File: src/rtl/msi_vector_allocator_assert.svh
// Assertion macros used by the vector allocator sequencer RTL.
`ifndef MSI_VECTOR_ALLOCATOR_ASSERT_SVH
`define MSI_VECTOR_ALLOCATOR_ASSERT_SVH

// Same-cycle implication, checked out of reset.
`define MSI_VA_ASSERT_NOW(lbl, ante, cons) \
  lbl: assert property (@(posedge clk_i) disable iff (!rst_ni) (ante) |-> (cons)) \
    else $error("msi_vector_allocator: assertion failed");

// Next-cycle implication, checked out of reset.
`define MSI_VA_ASSERT_NEXT(lbl, ante, cons) \
  lbl: assert property (@(posedge clk_i) disable iff (!rst_ni) (ante) |=> (cons)) \
    else $error("msi_vector_allocator: assertion failed");

`endif

File: src/rtl/msi_va_pkg.sv
// Package: constants, codes and types of the vector allocator.
`default_nettype none
package msi_va_pkg;

  localparam int unsigned TableDepthDef = 256;
  localparam int unsigned OwnerBitsDef  = 8;
  localparam int unsigned IdxW          = 11;
  localparam int unsigned ReqW          = 9;
  localparam int unsigned VnumW         = 17;
  localparam int unsigned FvnW          = 16;
  localparam int unsigned CfgW          = 16;
  localparam int unsigned VcW           = 9;
  localparam logic [VcW-1:0] VectorCountRst = 9'd256;

  typedef enum logic [1:0] {
    OP_MSI    = 2'd0,
    OP_MSIX   = 2'd1,
    OP_FREE   = 2'd2,
    OP_LOOKUP = 2'd3
  } op_e;

  typedef enum logic {
    REG_VECTOR_COUNT = 1'b0,
    REG_FIRST_VECTOR = 1'b1
  } reg_e;

  typedef enum logic [2:0] {
    ST_CLEAR,
    ST_IDLE,
    ST_RD,
    ST_EV,
    ST_FIN
  } state_e;

  typedef enum logic [2:0] {
    PH_MSI_SCAN,
    PH_MSI_CLAIM,
    PH_MSX_COUNT,
    PH_MSX_CLAIM,
    PH_FREE,
    PH_LOOK
  } phase_e;

  // Result bundle from the sequencer.
  typedef struct packed {
    logic             done;
    logic             status;
    logic [ReqW-1:0]  granted;
    logic [VnumW-1:0] vnum;
  } result_t;

endpackage
`default_nettype wire

File: src/rtl/msi_va_ctrl.sv
// Request sequencer: scans, claims, frees and looks up table entries through the memory.
`default_nettype none
`include "msi_vector_allocator_assert.svh"
module msi_va_ctrl #(
  parameter int unsigned TABLE_DEPTH = 256,
  parameter int unsigned OWNER_BITS  = 8,
  parameter int unsigned AW          = 8,
  parameter int unsigned CW          = 9,
  parameter int unsigned DW          = 20
) (
  input  wire logic                          clk_i,
  input  wire logic                          rst_ni,
  input  wire logic                          start_i,
  input  wire logic [1:0]                    opcode_i,
  input  wire logic [OWNER_BITS-1:0]         owner_i,
  input  wire logic [msi_va_pkg::IdxW-1:0]   idx_i,
  input  wire logic [msi_va_pkg::ReqW-1:0]   req_i,
  input  wire logic                          strict_i,
  input  wire logic [CW-1:0]                 n_i,
  input  wire logic [msi_va_pkg::FvnW-1:0]   fvn_i,
  output logic                               busy_o,
  output msi_va_pkg::result_t                res_o,
  output logic                               mem_we_o,
  output logic [AW-1:0]                      mem_waddr_o,
  output logic [DW-1:0]                      mem_wdata_o,
  output logic [AW-1:0]                      mem_raddr_o,
  input  wire logic [DW-1:0]                 mem_rdata_i
);

  localparam int unsigned IW = msi_va_pkg::IdxW;
  localparam int unsigned RW = msi_va_pkg::ReqW;
  localparam int unsigned SW = ((CW > RW) ? CW : RW) + 1;

  msi_va_pkg::state_e state_q, state_d;
  msi_va_pkg::phase_e phase_q, phase_d;
  msi_va_pkg::op_e    op_q, op_d;

  logic [OWNER_BITS-1:0] owner_q, owner_d;
  logic [IW-1:0]         idx_q, idx_d;
  logic [RW-1:0]         req_q, req_d;
  logic                  strict_q, strict_d;
  logic [CW-1:0]         n_q, n_d;
  logic [SW-1:0]         pos_q, pos_d;
  logic [SW-1:0]         first_q, first_d;
  logic [RW-1:0]         size_q, size_d;
  logic [RW-1:0]         cnt_q, cnt_d;
  logic [RW-1:0]         k_q, k_d;
  logic [RW-1:0]         granted_q, granted_d;
  logic                  status_q, status_d;
  logic [msi_va_pkg::VnumW-1:0] vnum_q, vnum_d;

  logic [SW-1:0]         addr_cur;
  logic [SW-1:0]         n_ext;
  logic [SW-1:0]         blk_end;
  logic                  rd_use;
  logic [OWNER_BITS-1:0] rd_own;
  logic [IW-1:0]         rd_li;
  logic                  rd_match_rng;
  logic                  rd_match_idx;
  logic [DW-1:0]         claim_word;

  // MSI-X walks downward from the top of the table.
  assign addr_cur = (phase_q == msi_va_pkg::PH_MSX_COUNT || phase_q == msi_va_pkg::PH_MSX_CLAIM)
                    ? pos_q - SW'(1) : pos_q;
  assign n_ext    = SW'(n_q);
  assign blk_end  = first_q + SW'(size_q);

  assign rd_use = mem_rdata_i[DW-1];
  assign rd_own = mem_rdata_i[IW +: OWNER_BITS];
  assign rd_li  = mem_rdata_i[IW-1:0];

  assign rd_match_rng = (rd_own == owner_q) && (rd_li >= idx_q) &&
                        ({1'b0, rd_li} < ({1'b0, idx_q} + (IW + 1)'(req_q)));
  assign rd_match_idx = (rd_own == owner_q) && (rd_li == idx_q);
  assign claim_word   = {1'b1, owner_q, idx_q + IW'(k_q)};

  always_ff @(posedge clk_i or negedge rst_ni) begin
    if (!rst_ni) begin
      state_q <= msi_va_pkg::ST_CLEAR;
      phase_q <= msi_va_pkg::PH_MSI_SCAN;
      pos_q   <= '0;
    end else begin
      state_q <= state_d;
      phase_q <= phase_d;
      pos_q   <= pos_d;
    end
  end

  always_ff @(posedge clk_i) begin
    op_q      <= op_d;
    owner_q   <= owner_d;
    idx_q     <= idx_d;
    req_q     <= req_d;
    strict_q  <= strict_d;
    n_q       <= n_d;
    first_q   <= first_d;
    size_q    <= size_d;
    cnt_q     <= cnt_d;
    k_q       <= k_d;
    granted_q <= granted_d;
    status_q  <= status_d;
    vnum_q    <= vnum_d;
  end

  always_comb begin
    state_d   = state_q;
    phase_d   = phase_q;
    op_d      = op_q;
    owner_d   = owner_q;
    idx_d     = idx_q;
    req_d     = req_q;
    strict_d  = strict_q;
    n_d       = n_q;
    pos_d     = pos_q;
    first_d   = first_q;
    size_d    = size_q;
    cnt_d     = cnt_q;
    k_d       = k_q;
    granted_d = granted_q;
    status_d  = status_q;
    vnum_d    = vnum_q;
    mem_we_o    = 1'b0;
    mem_waddr_o = addr_cur[AW-1:0];
    mem_wdata_o = '0;
    mem_raddr_o = addr_cur[AW-1:0];

    unique case (state_q)
      msi_va_pkg::ST_CLEAR: begin
        mem_we_o    = 1'b1;
        mem_waddr_o = pos_q[AW-1:0];
        if (pos_q == SW'(TABLE_DEPTH - 1)) begin
          pos_d   = '0;
          state_d = msi_va_pkg::ST_IDLE;
        end else begin
          pos_d = pos_q + SW'(1);
        end
      end

      msi_va_pkg::ST_IDLE: begin
        if (start_i) begin
          op_d      = msi_va_pkg::op_e'(opcode_i);
          owner_d   = owner_i;
          idx_d     = idx_i;
          req_d     = req_i;
          strict_d  = strict_i;
          n_d       = n_i;
          pos_d     = '0;
          first_d   = '0;
          size_d    = req_i;
          cnt_d     = '0;
          k_d       = '0;
          granted_d = '0;
          status_d  = 1'b1;
          vnum_d    = '0;
          state_d   = msi_va_pkg::ST_RD;
          unique case (msi_va_pkg::op_e'(opcode_i))
            msi_va_pkg::OP_MSI: begin
              phase_d = msi_va_pkg::PH_MSI_SCAN;
              if (req_i == '0) begin
                state_d = msi_va_pkg::ST_FIN;
              end
            end
            msi_va_pkg::OP_MSIX: begin
              phase_d = msi_va_pkg::PH_MSX_COUNT;
              pos_d   = SW'(n_i);
            end
            msi_va_pkg::OP_FREE:   phase_d = msi_va_pkg::PH_FREE;
            msi_va_pkg::OP_LOOKUP: phase_d = msi_va_pkg::PH_LOOK;
            default:               phase_d = msi_va_pkg::PH_LOOK;
          endcase
        end
      end

      msi_va_pkg::ST_RD: begin
        case (phase_q)
          msi_va_pkg::PH_MSI_SCAN: begin
            if (blk_end > n_ext) begin
              // block runs past the table: halve and rescan from zero
              size_d  = size_q >> 1;
              first_d = '0;
              pos_d   = '0;
              if (size_q[RW-1:1] == '0) begin
                state_d = msi_va_pkg::ST_FIN;
              end
            end else if (pos_q == blk_end) begin
              granted_d = size_q;
              if (strict_q && size_q != req_q) begin
                state_d = msi_va_pkg::ST_FIN;
              end else begin
                phase_d = msi_va_pkg::PH_MSI_CLAIM;
                pos_d   = first_q;
                k_d     = '0;
              end
            end else begin
              state_d = msi_va_pkg::ST_EV;
            end
          end
          msi_va_pkg::PH_MSI_CLAIM: begin
            if (k_q == size_q) begin
              status_d = 1'b0;
              state_d  = msi_va_pkg::ST_FIN;
            end else begin
              mem_we_o    = 1'b1;
              mem_wdata_o = claim_word;
              pos_d       = pos_q + SW'(1);
              k_d         = k_q + RW'(1);
            end
          end
          msi_va_pkg::PH_MSX_COUNT: begin
            if (pos_q == '0 || cnt_q == req_q) begin
              granted_d = cnt_q;
              if (cnt_q == '0 || (strict_q && cnt_q != req_q)) begin
                state_d = msi_va_pkg::ST_FIN;
              end else begin
                phase_d = msi_va_pkg::PH_MSX_CLAIM;
                pos_d   = n_ext;
                k_d     = '0;
              end
            end else begin
              state_d = msi_va_pkg::ST_EV;
            end
          end
          msi_va_pkg::PH_MSX_CLAIM: begin
            if (k_q == cnt_q || pos_q == '0) begin
              status_d = 1'b0;
              state_d  = msi_va_pkg::ST_FIN;
            end else begin
              state_d = msi_va_pkg::ST_EV;
            end
          end
          msi_va_pkg::PH_FREE: begin
            if (pos_q == n_ext || k_q == req_q) begin
              status_d = (k_q < req_q);
              state_d  = msi_va_pkg::ST_FIN;
            end else begin
              state_d = msi_va_pkg::ST_EV;
            end
          end
          default: begin
            if (pos_q == n_ext) begin
              state_d = msi_va_pkg::ST_FIN;
            end else begin
              state_d = msi_va_pkg::ST_EV;
            end
          end
        endcase
      end

      msi_va_pkg::ST_EV: begin
        state_d = msi_va_pkg::ST_RD;
        case (phase_q)
          msi_va_pkg::PH_MSI_SCAN: begin
            if (rd_use) begin
              first_d = blk_end;
              pos_d   = blk_end;
            end else begin
              pos_d = pos_q + SW'(1);
            end
          end
          msi_va_pkg::PH_MSX_COUNT: begin
            if (!rd_use) begin
              cnt_d = cnt_q + RW'(1);
            end
            pos_d = pos_q - SW'(1);
          end
          msi_va_pkg::PH_MSX_CLAIM: begin
            if (!rd_use) begin
              mem_we_o    = 1'b1;
              mem_wdata_o = claim_word;
              k_d         = k_q + RW'(1);
            end
            pos_d = pos_q - SW'(1);
          end
          msi_va_pkg::PH_FREE: begin
            if (rd_match_rng) begin
              mem_we_o = 1'b1;
              k_d      = k_q + RW'(1);
            end
            pos_d = pos_q + SW'(1);
          end
          msi_va_pkg::PH_LOOK: begin
            if (rd_match_idx) begin
              vnum_d   = msi_va_pkg::VnumW'(fvn_i) + msi_va_pkg::VnumW'(pos_q);
              status_d = 1'b0;
              state_d  = msi_va_pkg::ST_FIN;
            end else begin
              pos_d = pos_q + SW'(1);
            end
          end
          default: ;
        endcase
      end

      msi_va_pkg::ST_FIN: begin
        state_d = msi_va_pkg::ST_IDLE;
      end

      default: state_d = msi_va_pkg::ST_IDLE;
    endcase
  end

  assign busy_o        = (state_q != msi_va_pkg::ST_IDLE);
  assign res_o.done    = (state_q == msi_va_pkg::ST_FIN);
  assign res_o.status  = status_q;
  assign res_o.granted = granted_q;
  assign res_o.vnum    = vnum_q;

  `MSI_VA_ASSERT_NEXT(a_start_busy, start_i && !busy_o, busy_o)
  `MSI_VA_ASSERT_NOW(a_idle_no_write, state_q == msi_va_pkg::ST_IDLE, !mem_we_o)
  `MSI_VA_ASSERT_NOW(a_grant_alloc_only,
      res_o.done && (op_q == msi_va_pkg::OP_FREE || op_q == msi_va_pkg::OP_LOOKUP),
      res_o.granted == '0)
  `MSI_VA_ASSERT_NOW(a_vnum_lookup_only,
      res_o.done && op_q != msi_va_pkg::OP_LOOKUP, res_o.vnum == '0)

endmodule
`default_nettype wire

File: config.mk
export PLATFORM = sky130hd
export DESIGN_NAME = msi_va_ctrl
export DESIGN_NICKNAME = d
export VERILOG_FILES = /design/src/rtl/msi_va_pkg.sv /design/src/rtl/msi_va_ctrl.sv
export VERILOG_INCLUDE_DIRS = /design/src /design/src/rtl
export SDC_FILE = /design/constraint.sdc
export NUM_CORES = 1
export LEC_CHECK = 0
export BUFFER_PORTS_ARGS = -buffer_cell sky130_fd_sc_hd__buf_2
export CORE_MARGIN = 2
export CORE_UTILIZATION = 50
export CTS_BUF_LIST = sky130_fd_sc_hd__clkbuf_8
export CTS_CLUSTER_DIAMETER = 80
export DETAILED_ROUTE_END_ITERATION = 7
export PLACE_DENSITY_LB_ADDON = 0.2
export SYNTH_ARGS = -nofsm -noshare
export SYNTH_HDL_FRONTEND = slang
export SYNTH_SLANG_ARGS = --single-unit
File: constraint.sdc
create_clock -name clk_i -period 7.7 [get_ports clk_i]
set_clock_uncertainty 0.1 [all_clocks]
set_input_delay 0.385 -clock clk_i [delete_from_list [all_inputs] [get_ports clk_i]]
set_output_delay 0.385 -clock clk_i [all_outputs]
set_load 0.005 [all_outputs]
* Word-level counts from Yosys, hierarchy flattened
Cells that the tools add are included.
** Word-level totals
- Flip-flop bits (word level) :: 118
- Bits in latches :: 0
- Logic and storage cells :: 212
- Bits in writable memories :: 0
- Bits in read-only memories :: 0
- Output and inout port bits :: 66
- Memories kept :: 0
** Cells by class
- Bitwise operators :: 0
- Add/subtract/negate cells :: 8
- Multipliers :: 0
- Equal/unequal tests :: 56
- Shift-type cells :: 0
- Reduce and logical (&&, ||, !) cells :: 33
- Multiplexer cells :: 96
- $lt $le $gt $ge :: 4
- Div/mod/pow operators :: 0
** Operators with widths (count)
- 2-to-1 mux 9 bit :: 18
- 2-to-1 mux 10 bit :: 15
- case mux 9 bit (2 select lines) :: 5
- 2-to-1 mux 20 bit :: 4
- case mux 10 bit (4 select lines) :: 2
- 2-to-1 mux 3 bit :: 22
- case mux 10 bit (3 select lines) :: 2
- case mux 9 bit (3 select lines) :: 2
- 2-to-1 mux 17 bit :: 3
- case mux 20 bit (2 select lines) :: 1
- != test 3 bit (second input constant) :: 13
- == test 9 bit :: 4
- case mux 17 bit (2 select lines) :: 1
- != test 4 bit (second input constant) :: 6
- case mux 3 bit (4 select lines) :: 2
- adder 9 x 1 -> 9 bit (second input constant) :: 2
- zero test 9 bit :: 2
- != test 2 bit (second input constant) :: 9
- != test 9 bit :: 2
- AND reduction 6 bit :: 3
- adder 16 x 10 -> 17 bit :: 1
- 2-to-1 mux 8 bit :: 2
- AND reduction 8 bit :: 2
- case mux 3 bit (5 select lines) :: 1
- 42 further kinds :: 73

* Depth between registers and ports, before layout
- Depth in word-level cells :: 7
- Mapped depth :: 16
- Depth with buffers taken out :: 16

* Worst setup path after synthesis
No wires, ideal clock.
- Kind :: reg2reg
- From :: register size_q[1]
- To :: register granted_q[0], enable pin
- Library setup time :: 393 ps
- Clock period less this slack :: 4431 ps
- Setup slack :: 3269 ps
- Data required time :: 7207 ps
- Cell stages (with the launch flop) :: 15
- Path buffers :: 0
- Arrival time :: 3938 ps
- Path through :: edfxtp_1 > ha_1 > a211oi_1 > o21bai_1 > a2111oi_0 > or3_2 > xor2_1 > inv_1 > ha_1 > nand2_1 > nor3_1 > a21oi_1 > nor2_1 > a21oi_1 > a311oi_1
** Between the ends
- Word-level cells in the longest chain between the ends :: 4
- Elaborated cells on any way between the ends :: 6
- Those cells by class :: 1 x add/sub; 1 x order compare; 3 x eq/ne; 1 x reduce/logical
** RTL lines
- start: declaration :: line msi_va_ctrl.sv:45 : logic [RW-1:0] size_q, size_d;
- start signal: assignment :: line msi_va_ctrl.sv:97 : size_q <= size_d;
- adder 10 x 9 -> 10 bit (*) :: line msi_va_ctrl.sv:66 : assign blk_end = first_q + SW'(size_q);
- named net blk_end[7] :: line msi_va_ctrl.sv:54 : logic [SW-1:0] blk_end;
- > comparator 10 x 9 -> 1 bit or == test 10 bit (tied branches) :: line msi_va_ctrl.sv:177, msi_va_ctrl.sv:185
- != test 3 bit (no source line)
- AND reduction 6 bit (no source line) (*)
- end signal: assignment :: line msi_va_ctrl.sv:100 : granted_q <= granted_d;
- end: declaration :: line msi_va_ctrl.sv:48 : logic [RW-1:0] granted_q, granted_d;
Mark *: on every way through the listed nets, which the timed path passes. The rest lies on a longest branch.
A chain may end at the register's enable or synchronous reset.

* Worst setup path after layout
- From :: register size_q[1]
- To :: register size_q[8], enable pin
** Between the ends
- Word-level cells in the longest chain between the ends :: 4
** RTL lines
- adder 10 x 9 -> 10 bit :: line msi_va_ctrl.sv:66
- named net blk_end[7] :: line msi_va_ctrl.sv:54
- > comparator 10 x 9 -> 1 bit :: line msi_va_ctrl.sv:177 : if (blk_end > n_ext) begin
- != test 2 bit (no source line)
- AND reduction 4 bit (no source line)
The timed path passes the listed nets, and every way through them passes these cells.

==> impl_metrics.csv <==
group,metric,value,unit
logic_synthesis,ys_dominant_reg_cell,"edfxtp_1",
logic_synthesis,synth.distinct_cells,83,
logic_synthesis,synth_top_area_share,0.3048,
drt,routedWlPerCell,20.51,um
clock_network,cts_tree,"built",
timing,holdWs,0.01039,ns
global_route,antenna_found_initial,0,
timing,fmax,0.1954,GHz
critical_path,criticalPathCategory,"flip-flop to flip-flop",
power_and_ir_drop,combPwrFrac,0.610,
clock_network,htree_levels,4,
timing,final-max-slew-violation-count,0,
power_and_ir_drop,power_frac_clock,0.110,
drt,drtAntennaViolNets,0,
logic_synthesis,ys_warn_count,0,
clock_network,clock_path_buffers,2,
power_and_ir_drop,p_leak,4.769,nW
floorplanning,coreArea,19590,um^2
drt,viasPerCell,6.082,
drt,first_pass_iters,6,
critical_path,crit_path_cell_trace,"ha_1 > a211oi_1 > o21bai_1 > a2111oi_0 > or3_2 > xor2_1 > inv_1 > ha_1 > nand2_1 > a211oi_1 > o21ai_0 > a21oi_1 > nor2_1 > o21ai_0",
clock_network,numCtsBuffers,17,
drt,drc,0,
logic_synthesis,synth_area_per_cell,9.103,um^2
clock_network,clock_sinks,118,
clock_network,clk_latency,0.47,ns
floorplanning,rows,51,
clock_network,clk_pin_slew_worst_paths,0.08,ns
finish,regArea,3463,um^2
timing,setup-tns-final,0,ns
floorplanning,die_area,21250,um^2
critical_path,crit_fanout,9,
logic_synthesis,synth_area_leaders,"edfxtp_1, ha_1, xnor2_1",
global_route,track_usage,0.2896,
critical_path,endpoint_kind,"flip-flop",
logic_synthesis,ys_seq_elements,118,
floorplanning,start_util,0.5130,
finish,post-route-util,0.5808,
power_and_ir_drop,power_density,413.3,nW/um^2
global_route,overflow,0,
power_and_ir_drop,p_seq_frac,0.280,
global_route,grt_pass1_wl,48.00,mm
power_and_ir_drop,switching_share,0.4969,
drt,drt_iter0_drc,1026,
finish,area_growth_syn_to_layout,13.21,%
finish,diodes,0,
clock_network,postCtsSetupBuffers,0,
critical_path,max_stage_delay,1.08,ns
critical_path,cp-start-kind,"flip-flop",
timing,post-route-period-util,0.6645,
clock_network,root_buffer,"clkbuf_8",
logic_synthesis,yosys.area.top_type,"edfxtp_1",
status,status,"complete, no violations",
logic_synthesis,synth_edf_count,102,
power_and_ir_drop,p_switching,0.002336,W
placement,portBuffers,144,
floorplanning,die_y,145.8,um
logic_synthesis,ys_top_cells_by_count,"edfxtp_1, nand2_1, nor2_1",
timing,worstMarginPinSlew,1.347,ns
placement,post-dp-hpwl,23.19,mm
timing,relSlewSlack,0.09272,
logic_synthesis,synthCells,1104,
finish,drive_gt1_frac,0.1741,
finish,fillers,1766,
critical_path,cp_slowest_cell,"o21ai_0",
clock_network,hold_buffers,20,
clock_network,ctsResizeCount,0,
drt,finalWirelength,31.12,mm
drt,vias,9227,
hold_path,hold_path_class,"input port to flip-flop",
critical_path,crit_arrival,5.08,ns
global_route,grt_pass1_vias,8781,
floorplanning,die_w,145.8,um
logic_synthesis,synth_nets,1271,
logic_synthesis,syn_area,10050,um^2
logic_synthesis,async_flop_share,0.1356,
global_route,grt_start_max_net_pins,43,
finish,multi_input_area,6002,um^2
finish,layout.nets,1408,
placement,gp_congestion,0.9419,
power_and_ir_drop,p_int,0.002366,W
power_and_ir_drop,ir_drop,0.0002213,V
timing,hold_violations,0,
critical_path,cp_data_required_time,7.67,ns
timing,setup_violations,0,
timing,rsz0062_at_grt,"no",
run,drv_cap,0,
logic_synthesis,ys_seq_area_frac,0.3446,
timing,fin_crit,5.117,ns
floorplanning,ios,145,
## through the flow
stage          total power, W  setup WS, ns  area, um^2  std cells
4_1_cts              0.004641         2.490       11370       1517
3_5_place_dp         0.004099         2.518       10840       1467
6_report             0.004702         2.583       11380       1517
5_1_grt              0.005019         2.237       11380       1517
3_3_place_gp         0.004079         2.755       10840       1467
2_1_floorplan        0.003285         3.269       10050       1104
## cells by family (layout without fill, tap and decap cells)
family,after synthesis,after routing,synth area share
buf+inv,126,274,0.05926
simple gates,386,386,0.1875
fa+ha+maj,88,88,0.1126
flops,118,118,0.3446
compound gates,242,242,0.1656
xor+xnor,126,126,0.1113
mux,18,18,0.01917
## cells in the final DEF, fill, tap and decap left out, drive strengths merged, types with 9 or more instances in the layout
cell,count
a21o,11
a21oi,70
a22oi,9
and2,22
and3,17
buf,152
clkbuf,17
dfrtp,16
dlygate4sd3,20
edfxtp,102
ha,84
inv,73
mux2,10
nand2,102
nand3,39
nand4,17
nor2,98
nor2b,11
nor3,27
nor4,15
o21a,10
o21ai,43
or3,15
xnor2,83
xor2,42
## path summary, 6_finish.rpt
check | startpoint | to | slack, ns | depth (start not counted)
max in group asynchronous | rst_ni | pos_q[6] | 6.89 | 2
worst min register to register | phase_q[0] | phase_q[0] | 0.57 | 2
worst min-delay path | n_i[2] | n_q[2] | 0.01 | 1
worst max register to register | size_q[1] | size_q[8] | 2.58 | 14
min in group asynchronous | rst_ni | pos_q[2] | 0.30 | 2
worst max-delay path | size_q[1] | size_q[8] | 2.58 | 14
## power by group through the flow
stage	clock network, W	registers [W]	logic, W
4_1_cts	0.000522	0.00130	0.00282
2_1_floorplan	0	0.00112	0.00217
6_report	0.000518	0.00131	0.00287
3_5_place_dp	0	0.00131	0.00279
5_1_grt	0.000545	0.00134	0.00314
3_3_place_gp	0	0.00131	0.00277
## critical path, delay by kind of cell, from the launching register on
family                     cells  cell delay [ns]
buffers and inverters          1             0.08
DFF                            1             0.53
xor gates and xnor gates       1             0.25
AOI/OAI and AO/OA              7             2.67
and+or+nand+nor                3             0.47
adders and majority gates      2             0.63
## area by class of cell
| class | count | area share |
|---|---|---|
| multi-input cells | 860 | 0.5275 |
| repair buffers | 172 | 0.08622 |
| clock inverters | 13 | 0.008358 |
| clock buffers | 17 | 0.02057 |
| flip-flops and latches | 118 | 0.3044 |
| well taps | 265 | 0.02914 |
| inverters | 72 | 0.02375 |
## routing by layer
layer,GRT usage,vias up,share of wire
li1,-,4285,-
met1,0.4136,4363,0.44
met2,0.4389,501,0.43
met3,0.06113,78,0.099
met4,0.09412,0,0.025
met5,0,-,0
## sequential cells by signal, summed over array words and instances, names as in the netlist, 8 cells and up
register   flops
req_q          9
pos_q         10
granted_q      9
size_q         9
cnt_q          9
k_q            9
n_q            9
idx_q         11
owner_q        8
vnum_q        17
first_q       10
Power figures use the tool's default switching activity.
